<file path="src/sv/cpr_pkg.sv">
// cpr_pkg: shared constants and types of the correlation peak ratio block
// configuration register indexes, field widths and the back-end state type
// no dependencies
package cpr_pkg;

	// configuration port
	localparam int CFG_W     = 14;
	localparam int CFG_IDX_W = 1;
	localparam logic [CFG_IDX_W-1:0] CFG_ROW_LENGTH    = 1'b0;
	localparam logic [CFG_IDX_W-1:0] CFG_EXCLUDE_WIDTH = 1'b1;
	localparam logic [CFG_W-1:0] ROW_LENGTH_RST    = 14'd4096;
	localparam logic [CFG_W-1:0] EXCLUDE_WIDTH_RST = 14'd4;

	// port field widths
	localparam int CORR_W  = 32;
	localparam int INDEX_W = 16;
	localparam int RATIO_W = 32;
	localparam int FRAC_W  = 16;

	// back-end sequencer states
	typedef enum logic [2:0] {
		ST_IDLE,
		ST_MOD_GO,
		ST_MOD_RUN,
		ST_PREP,
		ST_SCAN,
		ST_DIV_GO,
		ST_DIV_RUN,
		ST_OUT
	} back_state_t;

	// back-end control decoded from the state
	typedef struct packed {
		logic pop;
		logic div_start;
		logic div_mod;
		logic rd_issue;
		logic hold;
	} back_ctrl_t;

endpackage

</file>
<file path="src/sv/cpr_div.sv">
// cpr_div: restoring divider, one quotient bit per cycle
// used for the row modulo and for the peak ratio; no dependencies
module cpr_div #(
	parameter int NUM_W = 48,
	parameter int DEN_W = 32
) (
	input  logic             clk,
	input  logic             arst_n,
	input  logic             start,
	input  logic [NUM_W-1:0] num,
	input  logic [DEN_W-1:0] den,
	output logic             done,
	output logic [NUM_W-1:0] quot,
	output logic [DEN_W-1:0] rem
);

	localparam int CNT_W = $clog2(NUM_W + 1);

	logic             busy_q;
	logic             done_q;
	logic [CNT_W-1:0] cnt_q;
	logic [NUM_W-1:0] num_q;
	logic [DEN_W-1:0] den_q;
	logic [DEN_W-1:0] rem_q;

	logic [DEN_W:0]   partial;
	logic [DEN_W:0]   diff;
	logic             ge;

	// one restoring step
	always_comb begin
		partial = {rem_q, num_q[NUM_W-1]};
		diff    = partial - {1'b0, den_q};
		ge      = (partial >= {1'b0, den_q});
	end

	// step counter and completion pulse
	always_ff @(posedge clk or negedge arst_n) begin
		if (!arst_n) begin
			busy_q <= 1'b0;
			done_q <= 1'b0;
			cnt_q  <= '0;
		end else if (start) begin
			busy_q <= 1'b1;
			done_q <= 1'b0;
			cnt_q  <= CNT_W'(NUM_W);
		end else if (busy_q) begin
			cnt_q <= cnt_q - 1'b1;
			if (cnt_q == CNT_W'(1)) begin
				busy_q <= 1'b0;
				done_q <= 1'b1;
			end
		end else begin
			done_q <= 1'b0;
		end
	end

	// operands, partial remainder and quotient shifting in
	always_ff @(posedge clk) begin
		if (start) begin
			num_q <= num;
			den_q <= den;
			rem_q <= '0;
		end else if (busy_q) begin
			num_q <= {num_q[NUM_W-2:0], ge};
			rem_q <= ge ? diff[DEN_W-1:0] : partial[DEN_W-1:0];
		end
	end

	assign done = done_q;
	assign quot = num_q;
	assign rem  = rem_q;

endmodule

</file>
<file path="src/sv/cpr_back.sv">
// cpr_back: job queue, row modulo, peak row rescan for the second peak and ratio divide
// depends on cpr_pkg and cpr_div
module cpr_back #(
	parameter int VALUE_WIDTH = 32,
	parameter int MAP_DEPTH   = 65536,
	parameter int ROW_MAX     = 8192
) (
	input  logic                             clk,
	input  logic                             arst_n,
	input  logic [cpr_pkg::CFG_W-1:0]        row_length,
	input  logic [cpr_pkg::CFG_W-1:0]        exclude_width,
	input  logic                             job_push,
	input  logic [VALUE_WIDTH-1:0]           job_value,
	input  logic [$clog2(MAP_DEPTH)-1:0]     job_pos,
	input  logic [$clog2(MAP_DEPTH+1)-1:0]   job_count,
	input  logic                             job_ovf,
	output logic                             map_hold,
	output logic                             rd_en,
	output logic [$clog2(MAP_DEPTH)-1:0]     rd_addr,
	input  logic [VALUE_WIDTH-1:0]           rd_data,
	output logic                             out_valid,
	input  logic                             out_stall,
	output logic [cpr_pkg::INDEX_W-1:0]      peak_index,
	output logic [cpr_pkg::RATIO_W-1:0]      peak_ratio,
	output logic                             divide_by_zero,
	output logic                             overflow
);

	import cpr_pkg::*;

	localparam int POS_W  = $clog2(MAP_DEPTH);
	localparam int CNT_W  = $clog2(MAP_DEPTH + 1);
	localparam int ROW_W  = $clog2(ROW_MAX + 1);
	localparam int JOB_W  = VALUE_WIDTH + POS_W + CNT_W + 1;
	localparam int CMP_W  = (ROW_W > CFG_W) ? ROW_W : CFG_W;
	localparam int SUM_W  = ((CNT_W > ROW_W) ? CNT_W : ROW_W) + 1;
	localparam int NUM_A  = VALUE_WIDTH + FRAC_W;
	localparam int NUM_B  = (NUM_A > POS_W) ? NUM_A : POS_W;
	localparam int NUM_W  = (NUM_B > RATIO_W) ? NUM_B : RATIO_W + 1;
	localparam int DEN_W  = (VALUE_WIDTH > ROW_W) ? VALUE_WIDTH : ROW_W;

	back_state_t state_q, state_n;
	back_ctrl_t  ctrl;

	// job queue
	logic [JOB_W-1:0] queue_q [2];
	logic             wr_ptr_q;
	logic             rd_ptr_q;
	logic [1:0]       fill_q;

	// current job
	logic [VALUE_WIDTH-1:0] best_q;
	logic [POS_W-1:0]       pos_q;
	logic [CNT_W-1:0]       count_q;
	logic                   ovf_q;
	logic [ROW_W-1:0]       rl_q;
	logic [CFG_W-1:0]       excl_q;

	// rescan state
	logic [ROW_W-1:0]       pk_q;
	logic [POS_W-1:0]       base_q;
	logic                   start_q;
	logic [ROW_W-1:0]       i_q;
	logic [VALUE_WIDTH-1:0] sv_q;
	logic                   rd_v_s1;
	logic                   first_s1;
	logic                   use_s1;

	// result register
	logic [INDEX_W-1:0]     out_index_q;
	logic [RATIO_W-1:0]     out_ratio_q;
	logic                   out_dz_q;
	logic                   out_ovf_q;

	// combinational helpers
	logic [VALUE_WIDTH-1:0] head_value;
	logic [POS_W-1:0]       head_pos;
	logic [CNT_W-1:0]       head_count;
	logic                   head_ovf;
	logic [CMP_W-1:0]       rl_wide;
	logic [ROW_W-1:0]       rl_clamp;
	logic [POS_W-1:0]       base_c;
	logic                   prep_empty;
	logic [SUM_W-1:0]       scan_addr;
	logic                   scan_more;
	logic [ROW_W-1:0]       pk_gap;
	logic [NUM_W-1:0]       div_num;
	logic [DEN_W-1:0]       div_den;
	logic                   div_done;
	logic [NUM_W-1:0]       div_quot;
	logic [DEN_W-1:0]       div_rem;
	logic [RATIO_W-1:0]     ratio_sat;

	// queue head fields
	assign {head_ovf, head_count, head_pos, head_value} = queue_q[rd_ptr_q];

	// effective row length, clamped to 2 .. ROW_MAX
	always_comb begin
		rl_wide = CMP_W'(row_length);
		if (rl_wide < CMP_W'(2)) begin
			rl_clamp = ROW_W'(2);
		end else if (rl_wide > CMP_W'(ROW_MAX)) begin
			rl_clamp = ROW_W'(ROW_MAX);
		end else begin
			rl_clamp = ROW_W'(rl_wide);
		end
	end

	// row base and empty-row check
	always_comb begin
		base_c     = pos_q - POS_W'(pk_q);
		prep_empty = (SUM_W'(base_c) + SUM_W'(pk_q == '0)) >= SUM_W'(count_q);
	end

	// scan address, end condition and distance to the peak
	always_comb begin
		scan_addr = SUM_W'(base_q) + SUM_W'(i_q);
		scan_more = (i_q < rl_q) && (scan_addr < SUM_W'(count_q));
		pk_gap    = (pk_q > i_q) ? (pk_q - i_q) : (i_q - pk_q);
	end

	// divider operand select: row modulo or peak ratio
	always_comb begin
		if (ctrl.div_mod) begin
			div_num = NUM_W'(pos_q);
			div_den = DEN_W'(rl_q);
		end else begin
			div_num = NUM_W'({best_q, FRAC_W'(0)});
			div_den = DEN_W'(sv_q);
		end
	end

	// quotient saturation to 16.16
	assign ratio_sat = (|div_quot[NUM_W-1:RATIO_W]) ? '1 : div_quot[RATIO_W-1:0];

	cpr_div #(
		.NUM_W (NUM_W),
		.DEN_W (DEN_W)
	) u_div (
		.clk    (clk),
		.arst_n (arst_n),
		.start  (ctrl.div_start),
		.num    (div_num),
		.den    (div_den),
		.done   (div_done),
		.quot   (div_quot),
		.rem    (div_rem)
	);

	// next state
	always_comb begin
		state_n = state_q;
		unique case (state_q)
			ST_IDLE:    if (fill_q != 2'd0) state_n = ST_MOD_GO;
			ST_MOD_GO:  state_n = ST_MOD_RUN;
			ST_MOD_RUN: if (div_done) state_n = ST_PREP;
			ST_PREP:    state_n = prep_empty ? ST_DIV_GO : ST_SCAN;
			ST_SCAN:    if (!scan_more) state_n = ST_DIV_GO;
			ST_DIV_GO:  state_n = (sv_q == '0) ? ST_OUT : ST_DIV_RUN;
			ST_DIV_RUN: if (div_done) state_n = ST_OUT;
			ST_OUT:     if (!out_stall) state_n = ST_IDLE;
			default:    state_n = ST_IDLE;
		endcase
	end

	// state outputs
	always_comb begin
		ctrl = '0;
		unique case (state_q)
			ST_IDLE: begin
				ctrl.pop  = (fill_q != 2'd0);
				ctrl.hold = (fill_q != 2'd0);
			end
			ST_MOD_GO: begin
				ctrl.div_start = 1'b1;
				ctrl.div_mod   = 1'b1;
				ctrl.hold      = 1'b1;
			end
			ST_MOD_RUN: ctrl.hold = 1'b1;
			ST_PREP:    ctrl.hold = 1'b1;
			ST_SCAN: begin
				ctrl.rd_issue = scan_more;
				ctrl.hold     = 1'b1;
			end
			ST_DIV_GO: begin
				ctrl.div_start = (sv_q != '0);
				ctrl.hold      = (fill_q != 2'd0);
			end
			ST_DIV_RUN: ctrl.hold = (fill_q != 2'd0);
			ST_OUT:     ctrl.hold = (fill_q != 2'd0);
			default:    ctrl = '0;
		endcase
	end

	assign map_hold = ctrl.hold;
	assign rd_en    = ctrl.rd_issue;
	assign rd_addr  = scan_addr[POS_W-1:0];

	// state and queue pointers
	always_ff @(posedge clk or negedge arst_n) begin
		if (!arst_n) begin
			state_q  <= ST_IDLE;
			wr_ptr_q <= 1'b0;
			rd_ptr_q <= 1'b0;
			fill_q   <= 2'd0;
			rd_v_s1  <= 1'b0;
		end else begin
			state_q <= state_n;
			rd_v_s1 <= ctrl.rd_issue;
			if (job_push) begin
				wr_ptr_q <= ~wr_ptr_q;
			end
			if (ctrl.pop) begin
				rd_ptr_q <= ~rd_ptr_q;
			end
			priority if (job_push && !ctrl.pop) begin
				fill_q <= fill_q + 2'd1;
			end else if (!job_push && ctrl.pop) begin
				fill_q <= fill_q - 2'd1;
			end
		end
	end

	// queue storage
	always_ff @(posedge clk) begin
		if (job_push) begin
			queue_q[wr_ptr_q] <= {job_ovf, job_count, job_pos, job_value};
		end
	end

	// job, rescan and result datapath
	always_ff @(posedge clk) begin
		if (ctrl.pop) begin
			best_q  <= head_value;
			pos_q   <= head_pos;
			count_q <= head_count;
			ovf_q   <= head_ovf;
			rl_q    <= rl_clamp;
			excl_q  <= exclude_width;
		end
		if (state_q == ST_MOD_RUN && div_done) begin
			pk_q <= ROW_W'(div_rem);
		end
		if (state_q == ST_PREP) begin
			base_q  <= base_c;
			start_q <= (pk_q == '0);
			i_q     <= ROW_W'(pk_q == '0);
			sv_q    <= '0;
		end
		// issue one row read per cycle
		if (ctrl.rd_issue) begin
			i_q      <= i_q + 1'b1;
			first_s1 <= (i_q == ROW_W'(start_q));
			use_s1   <= (CMP_W'(pk_gap) >= CMP_W'(excl_q));
		end
		// fold returning read data into the second peak
		if (rd_v_s1) begin
			if (first_s1 || (use_s1 && rd_data > sv_q)) begin
				sv_q <= rd_data;
			end
		end
		if (state_q == ST_DIV_GO) begin
			out_index_q <= INDEX_W'(pos_q);
			out_ovf_q   <= ovf_q;
			if (sv_q == '0) begin
				out_ratio_q <= '1;
				out_dz_q    <= 1'b1;
			end
		end
		if (state_q == ST_DIV_RUN && div_done) begin
			out_ratio_q <= ratio_sat;
			out_dz_q    <= 1'b0;
		end
	end

	assign out_valid      = (state_q == ST_OUT);
	assign peak_index     = out_index_q;
	assign peak_ratio     = out_ratio_q;
	assign divide_by_zero = out_dz_q;
	assign overflow       = out_ovf_q;

endmodule

</file>
<file path="config.mk">
export PLATFORM = sky130hd
export DESIGN_NAME = cpr_back
export DESIGN_NICKNAME = d
export VERILOG_FILES = /design/src/sv/cpr_pkg.sv /design/src/sv/cpr_div.sv /design/src/sv/cpr_back.sv
export SDC_FILE = /design/constraint.sdc
export NUM_CORES = 1
export LEC_CHECK = 0
export BUFFER_PORTS_ARGS = -buffer_cell sky130_fd_sc_hd__buf_4
export CORE_MARGIN = 2
export CORE_UTILIZATION = 29
export CTS_BUF_LIST = sky130_fd_sc_hd__clkbuf_16
export DETAILED_ROUTE_END_ITERATION = 16
export GPL_ROUTABILITY_DRIVEN = 0
export HOLD_SLACK_MARGIN = 0.05
export PLACE_DENSITY_LB_ADDON = 0.2
export SLEW_MARGIN = 20
export SYNTH_ARGS = -nofsm -noshare
export SYNTH_HDL_FRONTEND = slang
export SYNTH_HIERARCHICAL = 1
export SYNTH_SLANG_ARGS = --single-unit
</file>
<file path="constraint.sdc">
create_clock -name clk -period 7.9 [get_ports clk]
set_input_delay 1.975 -clock clk [delete_from_list [all_inputs] [get_ports clk]]
set_output_delay 1.975 -clock clk [all_outputs]
set_load 0.02 [all_outputs]
</file>
**Yosys cells after proc, flatten, opt, wreduce, memory -nomap -nowiden**

Memory sizes are Yosys's and may differ from the RTL's. A register that Yosys moved wholly into a read port is not among the register bits.
Index checks and enable logic that the tools add are counted.

- Memories: 1
- Flip-flop bits (word level): 285
- Memory bits (writable): 132
- Logic and storage cells: 130
- Output and inout port bits: 69

- $lt $le $gt $ge: 9
- $add $sub $neg: 10
- Reductions and logical operators: 26
- Bitwise gates (word level): 2
- Equal/unequal tests: 15
- Muxes and demuxes: 41

Memories:

| memory | words | width | rd ports | clocked after Yosys merged registers in | wr ports | RTL line | RTL |
|---|---|---|---|---|---|---|---|
| queue_q | 2 | 66 | 1 | 1 | 1 | cpr_back.sv:46 | `logic [JOB_W-1:0] queue_q [2];` |

Operator list:

| cell | count |
|---|---|
| 32-bit two-way mux | 8 |
| 48-bit two-way mux | 3 |
| 14-bit two-way mux | 5 |
| 33-bit by 32-bit >= comparator with 1-bit output | 1 |
| 32-bit greater-than comparator | 1 |
| 32-bit zero test | 1 |
| 32-bit nonzero test | 1 |
| 32-bit subtractor | 1 |
| 14-bit subtractor | 2 |
| 3-bit case mux with 8 select lines | 1 |
| 16-bit by 1-bit adder with 17-bit output | 1 |
| 16-bit by 14-bit adder with 17-bit output | 1 |
| 17-bit >= comparator | 1 |
| 17-bit less-than comparator | 1 |
| 16-bit OR reduction | 1 |
| 16-bit by 14-bit subtractor with 16-bit output | 1 |
| 3-bit two-way mux | 5 |
| 14-bit by 1-bit adder with 14-bit output (second input constant) | 1 |
| 14-bit by 1-bit == test with 1-bit output | 1 |
| 14-bit >= comparator | 1 |
| 14-bit greater-than comparator | 1 |
| 14-bit greater-than comparator (second input constant) | 1 |
| 14-bit zero test | 1 |
| 14-bit less-than comparator | 1 |
| other kinds (25) | 61 |

**Depth between registers and ports, before layout**

- Depth in word-level cells: 5
- Depth in mapped cells: 23
- Depth with buffers taken out: 21

**Cells and area by module**

The synthesis kept the hierarchy.

By module, submodules not included:

| module | instances | area an instance (µm²) | sequential area each (µm²) | cells each |
|---|---|---|---|---|
| cpr_back | 1 | 18500.2 | 10530.1 | 1487 |
| cpr_div | 1 | 6729.0 | 3243.1 | 650 |

**Least setup slack after synthesis**

Ideal clock, no wire load.

- Kind: register to output
- Start: register i_q[0]
- End: output port rd_en
- Arrival: 4.006 ns
- Data required time: 5.925 ns
- Stages on the path, launching flop included: 19
- Path buffers: 0
- Slack: 1.919 ns
- Cells stage by stage: edfxtp_1 ha_1 fa_1 a21o_1 a21oi_1 o21bai_1 a21oi_1 o21ai_0 a21o_1 a21oi_1 xnor2_1 ha_1 a21o_1 a21o_1 a21oi_1 o2111ai_1 a21oi_1 o21ai_1 inv_1

- Longest elaborated chain between the ends: 4

Ends and longest elaborated chain:

| what | RTL line | RTL |
|---|---|---|
| start, declared | cpr_back.sv:63 | `logic [ROW_W-1:0] i_q;` |
| start signal, assigned | cpr_back.sv:247 | `i_q <= ROW_W'(pk_q == '0);` |
| start signal, assigned | cpr_back.sv:252 | `i_q <= i_q + 1'b1;` |
| 16-bit by 14-bit adder with 17-bit output | cpr_back.sv:117 | `scan_addr = SUM_W'(base_q) + SUM_W'(i_q);` |
| via rd_addr[10] | cpr_back.sv:19 | `output logic [$clog2(MAP_DEPTH)-1:0] rd_addr,` |
| 17-bit less-than comparator | cpr_back.sv:118 | `scan_more = (i_q < rl_q) && (scan_addr < SUM_W'(count_q));` |
| 1-bit logical AND | cpr_back.sv:118 |  |
| 1-bit two-way mux | cpr_back.sv:169 | `unique case (state_q)` |
| end, declared | cpr_back.sv:18 | `output logic rd_en,` |

The timed path passes the listed nets, and every way through them passes these cells.

**Worst setup path in the final report**

- Start: register i_q[0]
- End: output port rd_en

- Longest elaborated chain between the ends: 4

Ends and longest elaborated chain:

| what | RTL line |
|---|---|
| 16-bit by 14-bit adder with 17-bit output | cpr_back.sv:117 |
| 17-bit less-than comparator | cpr_back.sv:118 |
| 1-bit logical AND (*) | cpr_back.sv:118 |
| 1-bit two-way mux (*) | cpr_back.sv:169 |

Every way passes the cells marked *; elsewhere a longest branch is shown, timed or not.

==> metrics <==
status finished clean; post-synthesis adder-cell area fraction 9.572%; most common cell after layout, fill and taps aside edfxtp_1; DR vias/cell 4.811; TritonCTS clock tree yes; Total Neg Setup Slack 0 ns; CP Launch Type flip-flop; initial antenna violation count 6; Vias 17.04k; FILL cells 8,689; R2R Setup Slk 2.70 ns; Area contributors post-synth edfxtp_1 48%, ha_1 9.2%, mux2_2 5.2%; Hold-fix buffers, CTS 0; die area 0.08937 mm2; TritonRoute pass-1 iters 5; XOR/XNOR Fraction of Synth Area 3.387%; largest net degree at the start of global routing 68; Post-route DRC 0; Clock Sink Count 483; Synth Area in Simple Gates 11.38%; Sw Share 37.85%; Core Area 0.08648 mm2; Crit Path Category reg -> out; 1st-iter DRT viols 1,303; Leakage 11.85 nW; fmax 137.1 MHz; setup bufs post-CTS 0; Worst Path Buf+Inv 3; Port-buffer cells 198; P_sw 4.215 mW; Synth Register Bits 483; first-pass GRT wire length 106,700 um; measured slew at the worst slew-check pin 1.075 ns; row cnt 108; wire per inst 20.02 um; total track usage 15.55%; fin. max-slew vios 0; Arr. time, crit path 5.32 ns; CTS-repair resized insts 0; largest family of logic cells by synthesized area simple AND/OR/NAND/NOR gates; latest clock arrival within the worst-skew pair 0.62 ns; commonest non-fill, non-tap cells in the layout 402 x edfxtp_1, 219 x inv_1, 215 x buf_4, 185 x ha_1, 136 x nand2_1; Tcrit/Tclk final 92.34%; Seq pwr share 36.2%; DRT antenna net count 0; HP Class reg -> reg; DIE WIDTH 299.0 um; Post-DP HPWL 51,820 um; Max Cap Viol 0; Fin Hold WS 0.4392 ns; Yosys warning total 6; syn nets 2,457; Seq/Total Area, Yosys 54.59%; post-synthesis mux area share 7.087%; Post-synth top flop edfxtp_1; Pint 6.923 mW; Hold Startpoint ovf_q$_DFFE_PP_; Setup Viol. Count Final 0; Pwr per Cell Area 373.4 mW/mm2; critical path fanouts, max 16; CTS Root Cell clkbuf_16; Worst setup EP type primary output; Layout Area Growth over Synthesis 18.24%; die height 299.0 um; Max VDD drop 187.9 uV; share of synthesized registers carrying an async set or reset 3.313%; Synth Area in Compound Gates 9.666%; final wirelength 70,900 um; delay-heaviest family, CP compound AO/OA/AOI/OAI gates; Reg area 0.01378 mm2; clk slew on worst S/H paths 0.06 ns; Clock Skews 0.01839 ns; Final Hold Fails 0; synthesized instance count 2,137; Tmin final 7.295 ns; crit path cell chain ha_1 -> fa_1 -> a21o_1 -> a21oi_1 -> o21bai_1 -> a21oi_1 -> o21ai_0 -> a21o_1 -> a21oi_1 -> xnor2_1 -> ha_1 -> a21o_1 -> a21o_1 -> a21oi_1 -> o2111ai_1 -> a21oi_1 -> o21ai_1 -> buf_4 -> inv_1 -> buf_4; area share of the leading cell type in the synthesized netlist 47.85%; Critical Path Most Common Cell a21oi_1; Logic pwr share 41.2%; Mapped Area 0.02523 mm2; vias in the first global route 17.42k; slowest stage delay, CP 0.52 ns; Overall Power 11.14 mW; CTS buffer count 57; Max-slew headroom 27.64%; Bufs on Longest Clock Path 3; Yosys top cell by area edfxtp_1; mean area per synthesized cell 11.81 um2; Clock power frac 22.6%; number of I/O pins 199; Clock H-tree levels 2; Crit. Startpoint i_q[0]$_DFFE_PP_; worst r2r src pk_q[1]$_DFFE_PP_; layout cells sized above 1 18.94%; Crit-path slowest cell edfxtp_1; Antenna diodes 0; final net count 2,661; area of the multi-input gates 0.01042 mm2; gr ovfl total 0; Starting Density 29.17%; Post-synth EDFFs 402; CP required 5.93 ns; number of distinct library cells after synthesis 91; unrepaired setup endpoints after global routing false
## state kept, by name, indices dropped and copies added (netlist names), 6 cells and up
register and cells:
queue_q 132, u_div/quot 48, best_q 32, peak_ratio 32, sv_q 32, u_div/den_q 32
u_div/rem 32, count_q 17, base_q 16, peak_index 16, pos_q 16, excl_q 14
i_q 14, pk_q 14, rl_q 14, u_div/cnt_q 6
## kinds of logic (layout without fill, tap and decap cells)
| group | count (synthesis) | count (layout) |
|---|---|---|
| adder cells (fa/ha/maj) | 190 | 190 |
| XOR/XNOR | 95 | 95 |
| buffers and inverters | 281 | 531 |
| AND/OR/NAND/NOR | 563 | 563 |
| multiplexers | 164 | 164 |
| AO/OA/AOI/OAI | 361 | 361 |
| flip-flops | 483 | 483 |
## per-stage QoR
step	util [%]	cell area, um2	cells	setup slack [ns]
finish	34.49	29830	3542	0.6048
global route	34.49	29830	3542	0.2776
CTS	34.49	29830	3542	0.6369
detailed placement	32.44	28050	3437	1.327
global placement	32.44	28050	3437	1.405
floorplan	-	25230	2137	1.919
## cells in the mapped netlist, drive strengths merged, types with 49 or more instances
cell type,number
a21o,49
nor2b,57
dfxtp,65
mux2,117
nor2,124
edfxtp,402
ha,185
xnor2,66
inv,211
o21ai,73
nand2,137
a21oi,97
clkbuf,55
## power by group through the flow
stage	Clock, mW	Combinational [mW]	Sequential [mW]
CTS	2.60	4.63	4.04
floorplan	0	3.35	3.93
detailed placement	0	4.59	4.08
global route	2.69	5.09	4.10
global placement	0	4.54	4.07
finish	2.52	4.59	4.03
## worst paths after layout
path                                     endpoint  cells past startpoint
max                                         rd_en                     20
min                            overflow$_DFFE_PN_                      0
max reg2reg                state_q[0]$_DFFE_PN0P_                     19
min reg2reg                    overflow$_DFFE_PN_                      0
max in group asynchronous    rd_ptr_q$_DFFE_PN0P_                      1
min in group asynchronous    wr_ptr_q$_DFFE_PN0P_                      1
## layer usage
layer  track usage [%]  routed length [um]  vias up
met2             24.45               31830      453
met3             3.933                4735      107
met5                 0                  59        -
met1             21.09               32220     8287
met4             4.583                2051       10
li1                  -                   -     8184
## cell type report
type	count	share of cell area, %
repair buffers	215	5.411
clock inverters	47	1.091
flip-flops and latches	483	46.19
clock buffers	58	4.866
multi-input cells	1373	34.94
inverters	211	2.668
well taps	1155	4.845
(Power assumes the default switching activity.)
