File: config.mk
export PLATFORM = sky130hd
export DESIGN_NAME = cpr_front
export DESIGN_NICKNAME = d
export VERILOG_FILES = /design/src/sv/cpr_pkg.sv /design/src/sv/cpr_front.sv
export SDC_FILE = /design/constraint.sdc
export NUM_CORES = 1
export LEC_CHECK = 0
export BUFFER_PORTS_ARGS = -buffer_cell sky130_fd_sc_hd__buf_2
export CAP_MARGIN = 15
export CORE_MARGIN = 2
export CORE_UTILIZATION = 23
export CTS_BUF_LIST = sky130_fd_sc_hd__clkbuf_8 sky130_fd_sc_hd__clkbuf_16
export CTS_CLUSTER_DIAMETER = 100
export DETAILED_ROUTE_END_ITERATION = 10
export HOLD_SLACK_MARGIN = 0.02
export PLACE_DENSITY = 0.39
export SLEW_MARGIN = 20
export SYNTH_ARGS = -nofsm -noshare
export SYNTH_HDL_FRONTEND = slang
export SYNTH_SLANG_ARGS = --single-unit
File: constraint.sdc
create_clock -name clk -period 3.1 [get_ports clk]
set_input_delay 0.31 -clock clk [delete_from_list [all_inputs] [get_ports clk]]
set_output_delay 0.31 -clock clk [all_outputs]
set_load 0.005 [all_outputs]
File: src/sv/cpr_pkg.sv
// cpr_pkg: shared constants and types of the correlation peak ratio block
// configuration register indexes, field widths and the back-end state type
// no dependencies
package cpr_pkg;

	// configuration port
	localparam int CFG_W     = 14;
	localparam int CFG_IDX_W = 1;
	localparam logic [CFG_IDX_W-1:0] CFG_ROW_LENGTH    = 1'b0;
	localparam logic [CFG_IDX_W-1:0] CFG_EXCLUDE_WIDTH = 1'b1;
	localparam logic [CFG_W-1:0] ROW_LENGTH_RST    = 14'd4096;
	localparam logic [CFG_W-1:0] EXCLUDE_WIDTH_RST = 14'd4;

	// port field widths
	localparam int CORR_W  = 32;
	localparam int INDEX_W = 16;
	localparam int RATIO_W = 32;
	localparam int FRAC_W  = 16;

	// back-end sequencer states
	typedef enum logic [2:0] {
		ST_IDLE,
		ST_MOD_GO,
		ST_MOD_RUN,
		ST_PREP,
		ST_SCAN,
		ST_DIV_GO,
		ST_DIV_RUN,
		ST_OUT
	} back_state_t;

	// back-end control decoded from the state
	typedef struct packed {
		logic pop;
		logic div_start;
		logic div_mod;
		logic rd_issue;
		logic hold;
	} back_ctrl_t;

endpackage

File: src/sv/cpr_front.sv
// cpr_front: accepts map words, stores them and tracks the running peak
// hands each finished map to the back end as a job; depends on cpr_pkg
module cpr_front #(
	parameter int VALUE_WIDTH = 32,
	parameter int MAP_DEPTH   = 65536
) (
	input  logic                             clk,
	input  logic                             arst_n,
	input  logic                             in_valid,
	output logic                             in_stall,
	input  logic [cpr_pkg::CORR_W-1:0]       corr_value,
	input  logic                             last_item,
	input  logic                             map_hold,
	output logic                             wr_en,
	output logic [$clog2(MAP_DEPTH)-1:0]     wr_addr,
	output logic [VALUE_WIDTH-1:0]           wr_data,
	output logic                             job_push,
	output logic [VALUE_WIDTH-1:0]           job_value,
	output logic [$clog2(MAP_DEPTH)-1:0]     job_pos,
	output logic [$clog2(MAP_DEPTH+1)-1:0]   job_count,
	output logic                             job_ovf
);

	import cpr_pkg::*;

	localparam int POS_W = $clog2(MAP_DEPTH);
	localparam int CNT_W = $clog2(MAP_DEPTH + 1);

	logic [VALUE_WIDTH-1:0] best_q;
	logic [POS_W-1:0]       pos_q;
	logic [CNT_W-1:0]       count_q;
	logic                   ovf_q;

	logic                   accept;
	logic                   room;
	logic [VALUE_WIDTH-1:0] value;
	logic [VALUE_WIDTH-1:0] best_n;
	logic [POS_W-1:0]       pos_n;
	logic [CNT_W-1:0]       count_n;
	logic                   ovf_n;

	assign in_stall = map_hold;
	assign accept   = in_valid && !in_stall;
	assign value    = VALUE_WIDTH'(corr_value);
	assign room     = (count_q < CNT_W'(MAP_DEPTH));

	// peak tracking, first occurrence wins on ties
	always_comb begin
		best_n  = best_q;
		pos_n   = pos_q;
		count_n = count_q;
		ovf_n   = ovf_q;
		if (room) begin
			count_n = count_q + 1'b1;
			if (value > best_q) begin
				best_n = value;
				pos_n  = count_q[POS_W-1:0];
			end
		end else begin
			ovf_n = 1'b1;
		end
	end

	// store write
	assign wr_en   = accept && room;
	assign wr_addr = count_q[POS_W-1:0];
	assign wr_data = value;

	// job handoff on the last word
	assign job_push  = accept && last_item;
	assign job_value = best_n;
	assign job_pos   = pos_n;
	assign job_count = count_n;
	assign job_ovf   = ovf_n;

	// running map state, cleared after each map
	always_ff @(posedge clk or negedge arst_n) begin
		if (!arst_n) begin
			best_q  <= '0;
			pos_q   <= '0;
			count_q <= '0;
			ovf_q   <= 1'b0;
		end else if (accept) begin
			if (last_item) begin
				best_q  <= '0;
				pos_q   <= '0;
				count_q <= '0;
				ovf_q   <= 1'b0;
			end else begin
				best_q  <= best_n;
				pos_q   <= pos_n;
				count_q <= count_n;
				ovf_q   <= ovf_n;
			end
		end
	end

endmodule

* Word-level counts from Yosys, hierarchy flattened
Index checks and enable logic that the tools add are counted.
** Word-level totals
- Flip-flop bits (word level) :: 66
- Input port bits :: 37
- Output and inout bits :: 117
- Logic and storage cells :: 21
** Cells by class
- Add/subtract/negate cells :: 1
- Magnitude comparators :: 2
- Mux-type cells :: 10
- Reduce and logical (&&, ||, !) cells :: 4
** Operators with widths (count)
- $mux W32 :: 3
- $mux W16 :: 3
- $mux W17 :: 2
- $gt A32 B32 Y1 :: 1
- $add A17 B1 Y17 const B :: 1
- $lt A17 B17 Y1 const B :: 1
- $logic_and A1 B1 Y1 :: 3
- $mux W1 :: 2
- $logic_not A1 Y1 :: 1

* Longest topological paths before layout
Gate-level depths: netlist (run 1).
- Word-level depth :: 4
- Depth in mapped cells :: 11

* Worst setup path before layout (run 1)
No wires, ideal clock.
- Path type :: register to output
- Start :: register best_q[14]
- End :: output port job_pos[10]
- Data arrival time :: 2.335 ns
- Data required time :: 2.790 ns
- Setup slack :: 0.455 ns
- Stages on the path, launching flop included :: 12
- Cells stage by stage :: dfrtp_1 inv_1 ha_1 nand4_2 or4_1 nand3b_1 a31oi_4 or2_1 buf_4 buf_6 clkbuf_1 o21ai_0
** Between the ends
- Longest elaborated chain between the ends :: 3
** RTL lines
- start: declaration :: RTL line cpr_front.sv:29 : logic [VALUE_WIDTH-1:0] best_q;
- start signal: assignment :: RTL line cpr_front.sv:90 : best_q <= best_n;
- $gt A32 B32 Y1 :: RTL line cpr_front.sv:55 : if (value > best_q) begin
- $mux W16 :: RTL line cpr_front.sv:55
- $mux W16 :: RTL line cpr_front.sv:53 : if (room) begin
- end: declaration :: RTL line cpr_front.sv:19 : output logic [$clog2(MAP_DEPTH)-1:0] job_pos,
No other way between the ends.

* Worst setup path in the final report (run 1)
- Start :: register best_q[2]
- End :: output port job_value[10]
** Between the ends
- Longest elaborated chain between the ends :: 3
** RTL lines
- $gt A32 B32 Y1 :: RTL line cpr_front.sv:55
- $mux W32 :: RTL line cpr_front.sv:55
- $mux W32 :: RTL line cpr_front.sv:53
- end: declaration :: RTL line cpr_front.sv:18 : output logic [VALUE_WIDTH-1:0] job_value,
No other way between the ends.

==> results of run 1 <==
## timing repair
action	4_1_cts	5_1_grt
cloned	4	2
hold buffers	0	1
pin swaps	10	16
setup buffers	27	15
setup endpoints to repair	48	48
hold endpoints to repair	0	7
gates resized for setup	30	95
## area by class of cell
type                    count  area [um^2]  share of cell area (%)
inverters                  51        191.4                   2.712
flip-flops and latches     66         1652                   23.40
clock inverters             7        93.84                   1.329
clock buffers               9        225.2                   3.190
multi-input cells         328         2962                   41.95
well taps                 275        344.1                   4.874
repair buffers            222         1592                   22.55
## worst max-delay path: cells and delay by family, from the launching register on
family                   cells  cell delay (ns)
flip-flops                   1             0.35
multiplexers                 1             0.27
adder cells (fa/ha/maj)      1             0.29
AO/OA/AOI/OAI                1             0.05
buffers and inverters        4             0.47
AND/OR/NAND/NOR              4             1.08
## registers in the layout, summed over array words and instances (netlist names)
signal and count:
pos_q 16, best_q 32, ovf_q 1, count_q 17
## worst min path at each step
stage / startpoint / endpoint / cells past startpoint
finish: corr_value[8] / best_q[8] / 2
global route: corr_value[6] / best_q[6] / 2
CTS: arst_n / best_q[13] / 1
detailed placement: pos_q[11] / pos_q[11] / 2
global placement: pos_q[0] / pos_q[0] / 2
floorplan: arst_n / best_q[0] / 0
## Yosys cell counts (2+ instances only)
cell type | count | area share [%]
sky130_fd_sc_hd__nand4_1 | 12 | 1.5
sky130_fd_sc_hd__and3_1 | 3 | 0.38
sky130_fd_sc_hd__buf_1 | 2 | 0.15
sky130_fd_sc_hd__ha_1 | 33 | 8.4
sky130_fd_sc_hd__buf_6 | 6 | 1.4
sky130_fd_sc_hd__buf_4 | 52 | 7.9
sky130_fd_sc_hd__buf_2 | 4 | 0.41
sky130_fd_sc_hd__xnor2_1 | 10 | 1.8
sky130_fd_sc_hd__nor4_1 | 2 | 0.25
sky130_fd_sc_hd__o211ai_1 | 17 | 2.6
sky130_fd_sc_hd__nand2_1 | 35 | 2.7
sky130_fd_sc_hd__inv_1 | 51 | 3.9
sky130_fd_sc_hd__mux2_2 | 33 | 7.5
sky130_fd_sc_hd__o31ai_1 | 7 | 1.1
sky130_fd_sc_hd__dfrtp_1 | 66 | 33
sky130_fd_sc_hd__a32o_1 | 31 | 6.3
sky130_fd_sc_hd__clkbuf_1 | 29 | 2.2
sky130_fd_sc_hd__xor2_1 | 5 | 0.89
sky130_fd_sc_hd__a31oi_1 | 3 | 0.38
sky130_fd_sc_hd__and2_1 | 2 | 0.25
sky130_fd_sc_hd__nand2b_1 | 4 | 0.51
sky130_fd_sc_hd__nand3_1 | 6 | 0.61
sky130_fd_sc_hd__nor2b_1 | 3 | 0.38
sky130_fd_sc_hd__a21oi_1 | 15 | 1.5
sky130_fd_sc_hd__nand4b_1 | 2 | 0.35
sky130_fd_sc_hd__o21ai_0 | 52 | 5.3
sky130_fd_sc_hd__nor2_1 | 13 | 0.99
sky130_fd_sc_hd__o311ai_0 | 16 | 2.8
sky130_fd_sc_hd__a22o_1 | 6 | 1.1
sky130_fd_sc_hd__a211oi_1 | 2 | 0.30
## report_power, final
part           total, uW  leakage (uW)  internal, uW  switching, uW
Combinational       1600       0.00220           865            730
Clock               1140      0.000151           703            437
Sequential          1080      0.000889           988           87.7
Total               3810       0.00324          2560           1250
## cell families after synthesis
group	synth area share, %
multiplexers	7.529
XOR/XNOR	2.661
adder cells (fa/ha/maj)	8.365
AND/OR/NAND/NOR	9.379
AO/OA/AOI/OAI	22.69
flip-flops	33.46
buffers and inverters	15.92
## per-stage QoR
step	std cells	instance area, um^2	total power (uW)	hold WS (ns)	utilization (%)
6_report	958	7059	3812	0.2706	33.58
5_1_grt	958	7059	4037	0.2712	33.58
4_1_cts	940	6415	3523	0.1744	30.52
3_5_place_dp	893	5662	2127	0.5000	26.93
3_3_place_gp	893	5662	2112	0.4930	26.93
2_1_floorplan	537	4936	1754	0.01441	-
## cells in the final DEF, fill, tap and decap left out, types with 4 or more instances in the layout
| cell type | n |
|---|---|
| sky130_fd_sc_hd__a22o_1 | 6 |
| sky130_fd_sc_hd__o311ai_0 | 16 |
| sky130_fd_sc_hd__mux2_2 | 9 |
| sky130_fd_sc_hd__inv_2 | 10 |
| sky130_fd_sc_hd__a32o_1 | 31 |
| sky130_fd_sc_hd__buf_4 | 57 |
| sky130_fd_sc_hd__buf_6 | 28 |
| sky130_fd_sc_hd__nand4_1 | 12 |
| sky130_fd_sc_hd__dfrtp_1 | 66 |
| sky130_fd_sc_hd__ha_1 | 14 |
| sky130_fd_sc_hd__o21ai_2 | 13 |
| sky130_fd_sc_hd__xor2_1 | 5 |
| sky130_fd_sc_hd__nand3_1 | 6 |
| sky130_fd_sc_hd__nand2b_1 | 4 |
| sky130_fd_sc_hd__o21ai_0 | 36 |
| sky130_fd_sc_hd__xnor2_1 | 10 |
| sky130_fd_sc_hd__inv_1 | 41 |
| sky130_fd_sc_hd__nand2_1 | 35 |
| sky130_fd_sc_hd__o211ai_1 | 17 |
| sky130_fd_sc_hd__ha_4 | 19 |
| sky130_fd_sc_hd__nor2_1 | 12 |
| sky130_fd_sc_hd__a21oi_1 | 14 |
| sky130_fd_sc_hd__mux2_4 | 24 |
| sky130_fd_sc_hd__clkbuf_16 | 11 |
| sky130_fd_sc_hd__buf_2 | 128 |
| sky130_fd_sc_hd__o31ai_1 | 6 |
## metal layers
metal | vias to the layer above | global-route usage (%) | share of wire [%]
li1 | 2192 | - | -
met1 | 2235 | 18.74 | 47
met2 | 121 | 23.23 | 47
met3 | 16 | 3.061 | 4.8
met4 | 0 | 4.151 | 1.4
met5 | - | 0 | 0
==> insert_results.sql, run 1 <==
INSERT INTO impl_metrics (metric_group, metric, value, unit) VALUES
('run_status', 'outcome', 'finished, violations left', ''),
('run_status', 'violations', 'setup timing', ''),
('synthesis', 'library_cells_used_by_synthesis', '45', ''),
('sta', 'worst_pin_slew', '0.7331', 'ns'),
('final_layout', 'final_nets', '748', ''),
('synthesis', 'synthArstFlopShare', '100.0', '%'),
('worst_hold_path', 'min_path_type', 'in2reg', ''),
('cts', 'clock_latency', '0.34', 'ns'),
('sta', 'fmax', '0.3150', 'GHz'),
('cts', 'cts_root_buf', 'sky130_fd_sc_hd__clkbuf_16', ''),
('route', 'drt_wl_total', '16770', 'um'),
('setup_path', 'critPathSlowestCell', 'sky130_fd_sc_hd__or4_4', ''),
('route', 'detail-route-antenna-nets', '0', ''),
('setup_path', 'crit-reg2reg-launch', 'best_q[2]', ''),
('final_layout', 'area_growth', '43.02', '%'),
('route', 'drt-vias-per-instance', '4.764', ''),
('cts', 'cts.sinks', '66', ''),
('power_and_ir_drop', 'power-per-cell-area', '540.0', 'nW/um^2'),
('final_layout', 'drive_above_1_share', '47.58', '%'),
('sta', 'fin_tns_setup', '-2.075', 'ns'),
('sta', 'max-slew-margin-rel', '51.01', '%'),
('place', 'finalWeightedCongestion', '0.7712', ''),
('cts', 'cts_buffer_count', '9', ''),
('place', 'place.port_buffers', '153', ''),
('setup_path', 'path_class', 'reg2out', ''),
('sta', 'hold_viol_final', '0', ''),
('setup_path', 'critPathMaxFanout', '8', ''),
('global_routing', 'largest_net_degree_at_the_start_of_global_routing', '40', ''),
('sta', 'final-max-slew-violation-count', '0', ''),
('route', 'drt_iter0_markers', '245', ''),
('place', 'post-place-ws', '0.07082', 'ns'),
('power_and_ir_drop', 'cellLeakagePower', '0.003241', 'uW'),
('floorplanning', 'dieArea', '22650', 'um^2'),
('synthesis', 'synth_top_flop_cell', 'sky130_fd_sc_hd__dfrtp_1', ''),
('cts', 'cts-root-to-sink-buffers', '2', ''),
('route', 'total_via_count_in_the_routed_design', '4564', ''),
('setup_path', 'timing.critical_path.to', 'job_value[10]', ''),
('floorplanning', 'dieHeight', '150.5', 'um'),
('synthesis', 'yosysWarningCount', '0', ''),
('power_and_ir_drop', 'ir_worst_vdd', '0.3246', 'mV'),
('route', 'drt-wirelength-per-cell', '17.51', 'um'),
('setup_path', 'slowest_delay', '0.54', 'ns'),
('setup_path', 'critical_path.cell_chain', 'inv_1 -> ha_1 -> nand4_1 -> or4_4 -> nand3b_1 -> a31oi_4 -> buf_4 -> or2_4 -> buf_12 -> mux2_2 -> buf_2', ''),
('cts', 'cts-htree-levels', '3', ''),
('global_routing', 'globalRouteOverflowTotal', '0', ''),
('floorplanning', 'initial_core_util', '23.48', '%'),
('route', 'drc_errors', '0', ''),
('synthesis', 'post_synth.cell_area_avg', '9.192', 'um^2'),
('floorplanning', 'io_pins', '154', ''),
('final_layout', 'insertedDiodeCount', '0', ''),
('cts', 'cts_tree', 'yes', ''),
('setup_path', 'worst_ep_required_time', '2.79', 'ns'),
('synthesis', 'synth_sequential_area_ratio', '33.46', '%'),
('global_routing', 'antenna_found_initial', '0', ''),
('global_routing', 'grt_util_all_layers', '14.18', '%'),
('sta', 'clock-skew-final', '0.007968', 'ns'),
('setup_path', 'setup.worst_path.start_class', 'flip-flop', ''),
('floorplanning', 'floorplan.die.width', '150.5', 'um'),
('setup_path', 'r2r_cells', '12', ''),
('sta', 'final_min_period_over_clock_period', '102.4', '%'),
('job', 'drv_cap', '0', ''),
('synthesis', 'netlist_area_before_placement', '4936', 'um^2'),
('route', 'detailedRoute.firstPassIterationCount', '4', ''),
('setup_path', 'cp-end-kind', 'primary output', ''),
('sta', 'post-route-worst-setup-slack', '-0.07474', 'ns'),
('final_layout', 'fill_cells', '2164', ''),
('setup_path', 'critical_path.reg2reg.endpoint', 'best_q[11]', ''),
('sta', 'finalSetupViolCount', '35', ''),
('global_routing', 'grt_pass1_vias', '4406', ''),
('sta', 'grt_setup_unrepaired', 'yes', ''),
('sta', 'period_minus_slack', '3.175', 'ns'),
('floorplanning', 'floorplan.core_area', '21020', 'um^2'),
('setup_path', 'cp-startpoint', 'best_q[2]', ''),
('place', 'place_hpwl', '10950', 'um'),
('global_routing', 'global_route_wire_length_before_repair', '24580', 'um'),
('synthesis', 'postSynthNetCount', '607', ''),
('floorplanning', 'number_of_placement_rows', '53', ''),
('synthesis', 'synth_enable_flop_cells', '0', ''),
('setup_path', 'crit_arrival', '2.86', 'ns'),
('synthesis', 'synthesis.instances', '537', ''),
('setup_path', 'reg2reg_setup_slack', '0.26', 'ns'),
('cts', 'clk_pin_slew', '0.06', 'ns'),
('synthesis', 'register_bit_count_reported_by_yosys', '66', '');
(Power assumes the default switching activity.)
==> run 2, diff against run 1 <==
--- a/config.mk
+++ b/config.mk
@@ -13,7 +13,7 @@
 export CTS_CLUSTER_DIAMETER = 100
 export DETAILED_ROUTE_END_ITERATION = 10
 export HOLD_SLACK_MARGIN = 0.02
-export PLACE_DENSITY = 0.39
+export PLACE_DENSITY = 0.53
 export SLEW_MARGIN = 20
 export SYNTH_ARGS = -nofsm -noshare
 export SYNTH_HDL_FRONTEND = slang
==> insert_results.sql, run 2 (synthesized netlist as in run 1, its figures left out) <==
INSERT INTO impl_metrics (metric_group, metric, value, unit) VALUES
('sta', 'fin_tns_setup', '-0.1706', 'ns'),
('final_layout', 'area_growth', '38.30', '%'),
('setup_path', 'reg2reg_setup_slack', '0.27', 'ns'),
('sta', 'hold_viol_final', '0', ''),
('floorplanning', 'floorplan.core_area', '21020', 'um^2'),
('power_and_ir_drop', 'ir_worst_vdd', '0.2456', 'mV'),
('cts', 'cts-root-to-sink-buffers', '2', ''),
('setup_path', 'cp-end-kind', 'primary output', ''),
('route', 'drc_errors', '0', ''),
('setup_path', 'critical_path.reg2reg.endpoint', 'pos_q[15]', ''),
('sta', 'finalSetupViolCount', '17', ''),
('route', 'drt-wirelength-per-cell', '17.62', 'um'),
('run_status', 'violations', 'setup timing', ''),
('place', 'detailed_place.area', '5604', 'um^2'),
('place', 'placed_cells', '885', ''),
('power_and_ir_drop', 'power-per-cell-area', '552.4', 'nW/um^2'),
('cts', 'clk_pin_slew', '0.07', 'ns'),
('final_layout', 'largest_register_ff_count', '32', ''),
('route', 'topRoutingLayerUsed', 'met4', ''),
('place', 'place.port_buffers', '153', ''),
('route', 'drt_iter0_markers', '222', ''),
('setup_path', 'critPathMaxFanout', '5', ''),
('sta', 'max-slew-margin-rel', '35.87', '%'),
('setup_path', 'path_delay_family', 'simple AND/OR/NAND/NOR gates', ''),
('setup_path', 'worst_ep_required_time', '2.79', 'ns'),
('setup_path', 'critPathSlowestCell', 'sky130_fd_sc_hd__dfrtp_1', ''),
('sta', 'post-route-worst-setup-slack', '-0.02020', 'ns'),
('route', 'm1WireLength', '7817', 'um'),
('route', 'route.met2.wl', '7452', 'um'),
('route', 'drt_wl_total', '16450', 'um'),
('final_layout', 'final_cell_count_no_fill', '934', ''),
('final_layout', 'drive_above_1_share', '42.55', '%'),
('floorplanning', 'number_of_placement_rows', '53', ''),
('final_layout', 'final_nets', '723', ''),
('worst_hold_path', 'min_path_type', 'in2async', ''),
('cts', 'clock_latency', '0.34', 'ns'),
('global_routing', 'largest_net_degree_at_the_start_of_global_routing', '67', ''),
('final_layout', 'most_frequent_cells_in_the_layout', '124 x sky130_fd_sc_hd__buf_2, 66 x sky130_fd_sc_hd__dfrtp_1, 49 x sky130_fd_sc_hd__inv_1', ''),
('setup_path', 'path_class', 'reg2out', ''),
('floorplanning', 'dieArea', '22650', 'um^2'),
('global_routing', 'global_route_wire_length_before_repair', '24460', 'um'),
('floorplanning', 'io_pins', '154', ''),
('setup_path', 'crit_arrival', '2.81', 'ns'),
('final_layout', 'max_flop_register', 'best_q', ''),
('run_status', 'outcome', 'finished, violations left', ''),
('place', 'finalWeightedCongestion', '0.7513', ''),
('sta', 'clock-skew-final', '0.01036', 'ns'),
('sta', 'worst_pin_slew', '0.9619', 'ns'),
('job', 'drv_cap', '0', ''),
('sta', 'period_minus_slack', '3.120', 'ns'),
('route', 'total_via_count_in_the_routed_design', '4524', ''),
('global_routing', 'globalRouteOverflowTotal', '0', ''),
('setup_path', 'critical_path.cell_chain', 'inv_1 -> ha_1 -> nand4_1 -> nor4_2 -> nand3b_1 -> a31oi_4 -> or2_4 -> clkbuf_16 -> mux2_4 -> buf_6', ''),
('route', 'detail-route-antenna-nets', '0', ''),
('setup_path', 'r2r_cells', '11', ''),
('cts', 'cts_tree', 'yes', ''),
('sta', 'fmax', '0.3205', 'GHz'),
('setup_path', 'timing.critical_path.buf_inv', '3', ''),
('floorplanning', 'floorplan.die.width', '150.5', 'um'),
('place', 'place_hpwl', '10380', 'um'),
('cts', 'cts.sinks', '66', ''),
('place', 'post-place-ws', '0.1060', 'ns'),
('sta', 'grt_setup_unrepaired', 'yes', ''),
('global_routing', 'grt_pass1_vias', '4239', ''),
('route', 'drt-vias-per-instance', '4.844', ''),
('cts', 'cts_buffer_count', '9', ''),
('power_and_ir_drop', 'cellLeakagePower', '0.003145', 'uW'),
('floorplanning', 'initial_core_util', '23.48', '%'),
('setup_path', 'slowest_delay', '0.37', 'ns'),
('setup_path', 'setup.worst_path.start_class', 'flip-flop', ''),
('final_layout', 'final_common_cell', 'sky130_fd_sc_hd__buf_2', ''),
('sta', 'final-max-slew-violation-count', '0', ''),
('setup_path', 'crit-reg2reg-launch', 'best_q[15]', ''),
('floorplanning', 'dieHeight', '150.5', 'um'),
('cts', 'cts_root_buf', 'sky130_fd_sc_hd__clkbuf_16', ''),
('cts', 'cts-htree-levels', '3', ''),
('sta', 'final_min_period_over_clock_period', '100.7', '%'),
('route', 'met3_length', '809', 'um'),
('route', 'detailedRoute.firstPassIterationCount', '4', ''),
('global_routing', 'grt_util_all_layers', '14.07', '%'),
('final_layout', 'biggestRegsByFlops', 'best_q: 32 flops, count_q: 17 flops, pos_q: 16 flops', ''),
('global_routing', 'antenna_found_initial', '1', ''),
('final_layout', 'finalInstanceArea', '6827', 'um^2');
-- run 2: layout make-up --
class	instances	area, um^2
fillers	2170	14190
multi-input cells	328	2840
flip-flops and latches	66	1652
repair buffers	197	1470
well taps	275	344.1
clock buffers	9	225.2
inverters	51	191.4
clock inverters	7	101.3
diodes	1	2.502
-- run 2: worst max-delay path by stage --
| stage | from | endpoint | slack [ns] | cells past startpoint |
|---|---|---|---|---|
| final | best_q[31] | job_value[23] | -0.02 | 10 |
| after global routing | best_q[24] | job_value[11] | -0.21 | 10 |
| after CTS | best_q[24] | job_value[22] | -0.1 | 10 |
| after detailed placement | corr_value[27] | job_value[1] | 0.11 | 10 |
| after global placement | corr_value[30] | job_pos[15] | 0.08 | 10 |
| after floorplan | best_q[14] | job_pos[10] | 0.45 | 11 |
-- run 2: stage by stage --
step,total power (uW),hold WS [ns],utilization [%]
after floorplan,1754,0.01441,-
after global placement,2088,0.4969,26.66
after detailed placement,2097,0.5038,26.66
after CTS,3564,0.1516,30.59
after global routing,4001,0.1677,32.47
final,3771,0.06808,32.47
-- run 2: worst register-to-register path: cells and delay by family (launching register included) --
family	cells	cell delay, ns
simple gates	4	1.06
buf+inv	4	0.63
compound gates	2	0.39
flops	1	0.36
fa+ha+maj	1	0.29
-- run 2: repair_timing --
action,in CTS,in global routing
setup endpoints to repair,48,48
resized for setup,47,60
pin swaps,8,5
hold endpoints to repair,0,0
gates cloned,4,5
buffers inserted,21,2
hold buffers,0,0
-- run 2: power by group --
group | switching (uW) | internal [uW] | total (uW) | leakage [uW]
Combinational | 705 | 832 | 1540 | 0.00210
Sequential | 89.2 | 988 | 1080 | 0.000889
Clock | 444 | 712 | 1160 | 0.000153
Total | 1240 | 2530 | 3770 | 0.00315
-- run 2: routing by layer --
metal	up-vias	global-route usage [%]
met3	19	2.697
li1	2151	-
met4	0	5.047
met5	-	0
met1	2229	20.04
met2	125	21.07
==> run 3, diff against run 2 <==
--- a/config.mk
+++ b/config.mk
@@ -8,12 +8,13 @@
 export BUFFER_PORTS_ARGS = -buffer_cell sky130_fd_sc_hd__buf_2
 export CAP_MARGIN = 15
 export CORE_MARGIN = 2
-export CORE_UTILIZATION = 23
+export CORE_UTILIZATION = 30
 export CTS_BUF_LIST = sky130_fd_sc_hd__clkbuf_8 sky130_fd_sc_hd__clkbuf_16
 export CTS_CLUSTER_DIAMETER = 100
 export DETAILED_ROUTE_END_ITERATION = 10
 export HOLD_SLACK_MARGIN = 0.02
-export PLACE_DENSITY = 0.53
+export PLACE_DENSITY = 0.63
+export SKIP_CTS_REPAIR_TIMING = 1
 export SLEW_MARGIN = 20
 export SYNTH_ARGS = -nofsm -noshare
 export SYNTH_HDL_FRONTEND = slang
==> insert_results.sql, run 3 (synthesized netlist as in run 1, its figures left out) <==
INSERT INTO impl_metrics (metric_group, metric, value, unit) VALUES
('run_status', 'outcome', 'finished, violations left', ''),
('run_status', 'violations', 'setup timing', ''),
('setup_path', 'timing.critical_path.buf_inv', '5', ''),
('global_routing', 'antenna_found_initial', '0', ''),
('final_layout', 'final_nets', '724', ''),
('floorplanning', 'io_pins', '154', ''),
('final_layout', 'biggestRegsByFlops', 'best_q: 32 flops, count_q: 17 flops, pos_q: 16 flops', ''),
('route', 'detailedRoute.firstPassIterationCount', '5', ''),
('sta', 'final-max-slew-violation-count', '0', ''),
('setup_path', 'critPathSlowestCell', 'sky130_fd_sc_hd__or4_4', ''),
('final_layout', 'most_frequent_cells_in_the_layout', '139 x sky130_fd_sc_hd__buf_2, 66 x sky130_fd_sc_hd__dfrtp_1, 41 x sky130_fd_sc_hd__inv_1', ''),
('cts', 'cts-htree-levels', '3', ''),
('final_layout', 'largest_register_ff_count', '32', ''),
('floorplanning', 'dieHeight', '132.3', 'um'),
('global_routing', 'largest_net_degree_at_the_start_of_global_routing', '67', ''),
('route', 'drt_wl_total', '15180', 'um'),
('place', 'placed_cells', '832', ''),
('floorplanning', 'dieArea', '17500', 'um^2'),
('cts', 'cts_root_buf', 'sky130_fd_sc_hd__clkbuf_16', ''),
('global_routing', 'global_route_wire_length_before_repair', '21740', 'um'),
('final_layout', 'insertedDiodeCount', '0', ''),
('route', 'detail-route-antenna-nets', '0', ''),
('final_layout', 'max_flop_register', 'best_q', ''),
('place', 'finalWeightedCongestion', '0.8141', ''),
('power_and_ir_drop', 'ir_worst_vdd', '0.2921', 'mV'),
('cts', 'cts_tree', 'yes', ''),
('sta', 'grt_setup_unrepaired', 'yes', ''),
('sta', 'clock-skew-final', '0.01175', 'ns'),
('sta', 'hold_ws', '0.09819', 'ns'),
('sta', 'fin_tns_setup', '-3.521', 'ns'),
('route', 'drt-wirelength-per-cell', '17.35', 'um'),
('route', 'total_via_count_in_the_routed_design', '4500', ''),
('cts', 'clock_latency', '0.35', 'ns'),
('floorplanning', 'initial_core_util', '30.85', '%'),
('final_layout', 'drive_above_1_share', '43.85', '%'),
('global_routing', 'globalRouteOverflowTotal', '0', ''),
('power_and_ir_drop', 'cellLeakagePower', '0.003055', 'uW'),
('final_layout', 'area_growth', '34.07', '%'),
('setup_path', 'critPathMaxFanout', '7', ''),
('setup_path', 'critical_path.cell_chain', 'inv_2 -> ha_4 -> nand4_1 -> or4_4 -> nand3b_1 -> a31oi_4 -> or2_4 -> buf_4 -> clkbuf_16 -> buf_4 -> o21ai_1 -> buf_2', ''),
('worst_hold_path', 'min_path_type', 'in2async', ''),
('floorplanning', 'floorplan.core_area', '16000', 'um^2'),
('power_and_ir_drop', 'finalPower', '3705', 'uW'),
('place', 'place_hpwl', '9702', 'um'),
('setup_path', 'path_delay_family', 'simple AND/OR/NAND/NOR gates', ''),
('setup_path', 'crit_arrival', '2.91', 'ns'),
('cts', 'clk_pin_slew', '0.06', 'ns'),
('route', 'drc_errors', '0', ''),
('final_layout', 'final_common_cell', 'sky130_fd_sc_hd__buf_2', ''),
('setup_path', 'path_class', 'reg2out', ''),
('place', 'post-place-ws', '0.1541', 'ns'),
('sta', 'final_min_period_over_clock_period', '103.9', '%'),
('final_layout', 'final_cell_count_no_fill', '875', ''),
('route', 'drt_iter0_markers', '331', ''),
('power_and_ir_drop', 'power-per-cell-area', '559.8', 'nW/um^2'),
('sta', 'post-route-worst-setup-slack', '-0.1210', 'ns'),
('sta', 'max-slew-margin-rel', '39.60', '%'),
('sta', 'finalSetupViolCount', '46', ''),
('final_layout', 'fill_cells', '1610', ''),
('sta', 'fmax', '0.3105', 'GHz'),
('global_routing', 'grt_pass1_vias', '4108', ''),
('cts', 'cts_buffer_count', '9', ''),
('place', 'place.port_buffers', '153', ''),
('sta', 'period_minus_slack', '3.221', 'ns'),
('route', 'drt-vias-per-instance', '5.143', ''),
('setup_path', 'cp-end-kind', 'primary output', ''),
('setup_path', 'worst_ep_required_time', '2.79', 'ns'),
('setup_path', 'r2r_cells', '11', ''),
('cts', 'cts-root-to-sink-buffers', '2', ''),
('cts', 'cts.sinks', '66', ''),
('sta', 'hold_viol_final', '0', ''),
('floorplanning', 'floorplan.die.width', '132.3', 'um'),
('sta', 'worst_pin_slew', '0.9059', 'ns'),
('setup_path', 'setup.worst_path.start_class', 'flip-flop', ''),
('setup_path', 'worst-path-stages', '12', ''),
('setup_path', 'slowest_delay', '0.51', 'ns'),
('setup_path', 'cpMostUsedCell', 'sky130_fd_sc_hd__buf_4', ''),
('job', 'drv_cap', '0', ''),
('floorplanning', 'number_of_placement_rows', '46', ''),
('global_routing', 'grt_util_all_layers', '15.60', '%');
## run 3: cell count changes in the layout (fill, tap and decap cells not counted), sizes merged
cell,before,now
buf,192,193
bufbuf,2,0
bufinv,2,3
clkbuf,12,16
clkinv,1,2
clkinvlp,2,0
diode,1,0
inv,53,52
or2,3,2
## run 3: stage by stage
stage / area (um^2) / utilization (%)
floorplan: 4936 / -
global placement: 5588 / 34.92
detailed placement: 5588 / 34.92
CTS: 5939 / 37.12
global route: 6618 / 41.36
finish: 6618 / 41.36
## run 3: area by class of cell
type	instances	area (um^2)	share of cell area, %
Clock buffer	10	239.0	3.611
Clock inverter	6	112.6	1.702
Inverter	51	191.4	2.893
Multi-Input combinational cell	327	2789	42.14
Sequential cell	66	1652	24.96
Tap cell	216	270.3	4.084
Timing Repair Buffer	199	1364	20.61
## run 3: path summary, 6_finish.rpt
kind                                 from         end  slack [ns]
min in group clk           corr_value[30]  best_q[30]        0.26
min                                arst_n  count_q[5]         0.1
max reg2reg                    best_q[11]    pos_q[8]        0.32
max in group asynchronous          arst_n  best_q[13]        2.40
min reg2reg                      pos_q[7]    pos_q[7]        0.51
max                            best_q[11]  job_pos[1]       -0.12
## run 3: layer usage
| layer | up-vias | global-route usage, % | part of all wire [%] |
|---|---|---|---|
| met1 | 2187 | 21.05 | 47 |
| met5 | - | 0 | 0 |
| met2 | 141 | 24.48 | 47 |
| met3 | 23 | 3.268 | 4.4 |
| met4 | 0 | 6.093 | 1.8 |
| li1 | 2149 | - | - |
## run 3: power by group
part,internal (uW),total (uW),switching [uW],leakage [uW]
registers,989,1080,94.2,0.000889
clock network,811,1230,417,0.000173
logic,736,1390,659,0.00199
total,2540,3700,1170,0.00305
